===== src/hw/rtl/psmv_pkg.sv =====
`timescale 1ns / 1ps

package psmv_pkg;

	localparam int unsigned IDX_W  = 4;
	localparam int unsigned VAL_W  = 32;
	localparam int unsigned SIZE_W = 5;
	localparam int unsigned PROD_W = 2 * VAL_W;
	localparam int unsigned ACC_W  = PROD_W + IDX_W;
	localparam int unsigned FRAC_W = 16;
	localparam int unsigned SLOT_W = 8;

	localparam logic CMD_MATRIX = 1'b0;
	localparam logic CMD_VECTOR = 1'b1;

	typedef struct packed {
		logic valid;
		logic first;
		logic last;
	} mac_ctl_t;

	// lower-triangle slot shared by (r,c) and (c,r)
	function automatic logic [SLOT_W-1:0] slot_of(input logic [IDX_W-1:0] r,
			input logic [IDX_W-1:0] c);
		logic [IDX_W-1:0]  hi;
		logic [IDX_W-1:0]  lo;
		logic [SLOT_W-1:0] tri_base;
		hi       = (r > c) ? r : c;
		lo       = (r > c) ? c : r;
		tri_base = (SLOT_W'(hi) * (SLOT_W'(hi) + SLOT_W'(1))) >> 1;
		return tri_base + SLOT_W'(lo);
	endfunction

endpackage


===== src/hw/rtl/psmv_mac.sv =====
`timescale 1ns / 1ps

module psmv_mac (
	input  logic                              clk,
	input  logic                              arst_n,
	input  psmv_pkg::mac_ctl_t                ctl_s1,
	input  logic signed [psmv_pkg::VAL_W-1:0] a_s1,
	input  logic signed [psmv_pkg::VAL_W-1:0] b_s1,
	output logic        [psmv_pkg::VAL_W-1:0] res,
	output logic                              done
);
	import psmv_pkg::*;

	localparam int unsigned SH_W = ACC_W - FRAC_W;

	mac_ctl_t                 ctl_s2;
	mac_ctl_t                 ctl_s3;
	logic signed [PROD_W-1:0] prod_s2;
	logic signed [ACC_W-1:0]  acc_q;
	logic        [ACC_W-1:0]  rnd;
	logic        [SH_W-1:0]   sh;
	logic        [VAL_W-1:0]  sat;
	logic        [VAL_W-1:0]  res_q;
	logic                     done_q;

	always_ff @(posedge clk) begin
		prod_s2 <= a_s1 * b_s1;
		if (ctl_s2.valid) begin
			if (ctl_s2.first) begin
				acc_q <= {{IDX_W{prod_s2[PROD_W-1]}}, prod_s2};
			end else begin
				acc_q <= acc_q + {{IDX_W{prod_s2[PROD_W-1]}}, prod_s2};
			end
		end
		if (ctl_s3.valid && ctl_s3.last) begin
			res_q <= sat;
		end
	end

	always_ff @(posedge clk or negedge arst_n) begin
		if (!arst_n) begin
			ctl_s2 <= '0;
			ctl_s3 <= '0;
			done_q <= 1'b0;
		end else begin
			ctl_s2 <= ctl_s1;
			ctl_s3 <= ctl_s2;
			done_q <= ctl_s3.valid & ctl_s3.last;
		end
	end

	// round half up to q16.16, then clamp
	always_comb begin
		rnd = acc_q + {{(ACC_W-FRAC_W){1'b0}}, 1'b1, {(FRAC_W-1){1'b0}}};
		sh  = rnd[ACC_W-1:FRAC_W];
		if (!sh[SH_W-1] && (|sh[SH_W-2:VAL_W-1])) begin
			sat = {1'b0, {(VAL_W-1){1'b1}}};
		end else if (sh[SH_W-1] && !(&sh[SH_W-2:VAL_W-1])) begin
			sat = {1'b1, {(VAL_W-1){1'b0}}};
		end else begin
			sat = sh[VAL_W-1:0];
		end
	end

	assign res  = res_q;
	assign done = done_q;

endmodule


===== config.mk =====
export PLATFORM = sky130hd
export DESIGN_NAME = psmv_mac
export DESIGN_NICKNAME = d
export VERILOG_FILES = /design/src/hw/rtl/psmv_pkg.sv /design/src/hw/rtl/psmv_mac.sv
export SDC_FILE = /design/constraint.sdc
export NUM_CORES = 2
export LEC_CHECK = 0
export BUFFER_PORTS_ARGS = -buffer_cell sky130_fd_sc_hd__buf_2
export CAP_MARGIN = 5
export CORE_UTILIZATION = 45
export CTS_CLUSTER_DIAMETER = 120
export DETAILED_ROUTE_END_ITERATION = 7
export PLACE_DENSITY_LB_ADDON = 0.25
export SKIP_LAST_GASP = 1
export SLEW_MARGIN = 10
export SYNTH_ARGS = -nofsm -noshare
export SYNTH_HDL_FRONTEND = slang
export SYNTH_SLANG_ARGS = --single-unit

===== constraint.sdc =====
create_clock -name clk -period 4.16 [get_ports clk]
set_input_delay 0.416 -clock clk [delete_from_list [all_inputs] [get_ports clk]]
set_output_delay 0.416 -clock clk [all_outputs]
set_load 0.01 [all_outputs]

==> results.ini <==
[status]
run_status=finished with violations
violations=setup timing

[floorplan]
die_y_um=325
start_util=0.457
core_um2=102000
io_pins=102
rows=117
die_area_um2=105000
fp.dieW_um=325

[place]
dp_hpwl_um=106000
gp_congestion=0.925
port_buffers=101
place_area_um2=52900

[critical_path]
endpoint=prod_s2[59]
reg2reg_slack_ns=0.23
r2r_start=acc_q[16]
reg2regPathDepth=12
r2r-end=acc_q[55]
cp_max_fo=8
critPathLaunch=a_s1[14]
path_class=in2reg
arrival_ns=7.33
cp-start-kind=input pin
end_kind=flop
required_ns=4.50

[synth]
netlist_area_um2=46800
synthCells=5068
synth_flop_cell=edfxtp_1
post-synth-top-area-cell=fa_1
ys_seq_area_frac=0.0947
synth_top_area_frac=0.463
synth_nets=6472
synth_cell_types=79
synth_area_leaders=fa_1 (46%), inv_1 (8.5%), and2_1 (6.9%)
ys_async_sr_fraction=0.0353
synth_edf_count=100
yosys_warnings=0
synth_seq_cells=170
synth_area_per_cell_um2=9.24

[cts]
clk_latency_ns=0.44
clock_path_buffers=2
clkTransAtPathRegs_ns=0.07
clock_sinks=170
cts_tree=yes
root_buffer=clkbuf_16
cts_buffers=17
h-tree-depth=4

[sta]
setup_ws_ns=-2.83
tightest_slew_ns=0.816
timing.final.crit_share=1.68
slew_headroom=0.451
drv_slew=0
fin_skew_ns=0.0119
rsz0062_at_grt=yes
min_period_ns=6.99
hold_viol=0
setup_viol=55
max_freq_mhz=143

[finish]
syn_to_final_growth_pct=20.9
fin_area_um2=56600
layout-drive-gt1-share=0.203
fillerInstances=9155
nNetsFinal=6942

[detailed_routing]
vias=35500
remaining_drc_errors=0
via_per_inst=5.13
wl_per_cell_um=18.3
drtIter0Drc=2437
drt-total-wl_um=127000
dr.pass1.iters=6
antenna_left=0

[global_route]
grt_pass1_vias=38600
grt_max_degree=73
grt_pass1_wl_um=207000
track_usage=0.246
grt_overflow=0
antenna_found_initial=2

[run]
drv_cap=0

[worst_hold_path]
hp-class=in2reg

per-stage QoR:
step	utilization	worst slack [ns]	TNS, ns	cells	hold slack [ns]
after floorplan	-	-3.02	-113.26	5068	0.120
after global placement	0.517	-3.63	-159.13	6777	0.241
after detailed placement	0.517	-3.72	-162.32	6777	0.243
after CTS	0.541	-2.79	-121.18	6884	0.0711
after global routing	0.553	-3.03	-130.80	6919	0.0745
final	0.553	-2.83	-119.38	6922	0.0853
synthesized netlist by cell type (86+ instances only):
cell type / count
xnor2_1: 103
a21o_1: 86
edfxtp_1: 100
clkbuf_1: 246
nor2_1: 101
fa_1: 1083
inv_1: 1062
nand2_1: 667
o21ai_0: 142
ha_1: 252
and2_1: 513
a21oi_1: 144
area by class of cell:
type / count / area [um2] / area share
Tap cell: 1368 / 1710 / 0.0302
Timing Repair Buffer: 700 / 6610 / 0.117
Clock buffer: 19 / 433 / 0.00765
Inverter: 1062 / 4000 / 0.0706
Antenna cell: 3 / 7.51 / 0.000133
Clock inverter: 13 / 150 / 0.00265
Sequential cell: 170 / 4440 / 0.0784
Multi-Input combinational cell: 3587 / 39300 / 0.694
how the worst min path moves through the flow:
stage              start   endpoint  slack (ns)  depth (start not counted)
2_1_floorplan     arst_n  ctl_s2[0]        0.12                          0
3_3_place_gp      arst_n  ctl_s3[0]        0.24                          1
3_5_place_dp      arst_n  ctl_s3[0]        0.24                          1
4_1_cts        ctl_s1[2]  ctl_s2[2]        0.07                          1
5_1_grt        ctl_s1[1]  ctl_s2[1]        0.07                          1
6_report       ctl_s1[2]  ctl_s2[2]        0.09                          1
flip-flops by register name, indices dropped and copies added, names as in the netlist:
| register | cells |
|---|---|
| res | 32 |
| prod_s2 | 64 |
| ctl_s3 | 2 |
| acc_q | 68 |
| ctl_s2 | 3 |
| done | 1 |
cell usage in the layout (no fill, tap or decap), types with 56 or more instances in the layout:
cell	count
fa_1	1002
nor2_1	90
dfxtp_1	64
and2_1	476
xnor2_1	97
o21ai_0	121
a21o_1	86
nand2_1	641
ha_1	201
edfxtp_1	100
buf_4	474
inv_2	56
inv_1	1002
buf_12	57
a21oi_1	108
xor2_1	64
buf_6	93
fa_2	81
cell families after synthesis:
kind of cell               share of synthesized area
adders and majority gates                      0.530
AOI/OAI and AO/OA                             0.0729
DFF                                           0.0947
buffers and inverters                          0.105
muxes                                        0.00134
and+or+nand+nor                                0.164
xor gates and xnor gates                      0.0314
critical path, cell delays in order:
cell and delay [ns]:
buf_16 0.13, buf_4 0.17, buf_4 0.17, and2_1 0.17
fa_1 0.48, fa_1 0.53, fa_1 0.54, fa_2 0.67
fa_2 0.45, fa_2 0.54, fa_1 0.43, fa_1 0.56
ha_4 0.23, a21oi_2 0.21, nand2_1 0.10, a311o_1 0.39
o311ai_4 0.34, a21oi_2 0.13, a21o_1 0.22, buf_4 0.13
buf_4 0.12, xor2_1 0.15
timing repair:
action / in CTS / in global routing
pin swaps: 192 / 190
hold endpoints to repair: 6 / 0
buffers inserted: 79 / 40
cloned: 7 / 4
endpoints found under the setup margin: 57 / 82
hold buffers: 1 / 0
resized for setup: 326 / 229
per-layer routing:
| metal | GRT usage | up-vias | routed length [um] |
|---|---|---|---|
| met1 | 0.344 | 18100 | 56800 |
| met2 | 0.393 | 1034 | 58000 |
| met4 | 0.0556 | 0 | 2630 |
| met3 | 0.0504 | 151 | 9390 |
| li1 | - | 16200 | - |
| met5 | 0 | - | 0 |
Power is not shown: default switching activity piles up to over one toggle a cycle in this logic, so the estimate is an artifact.
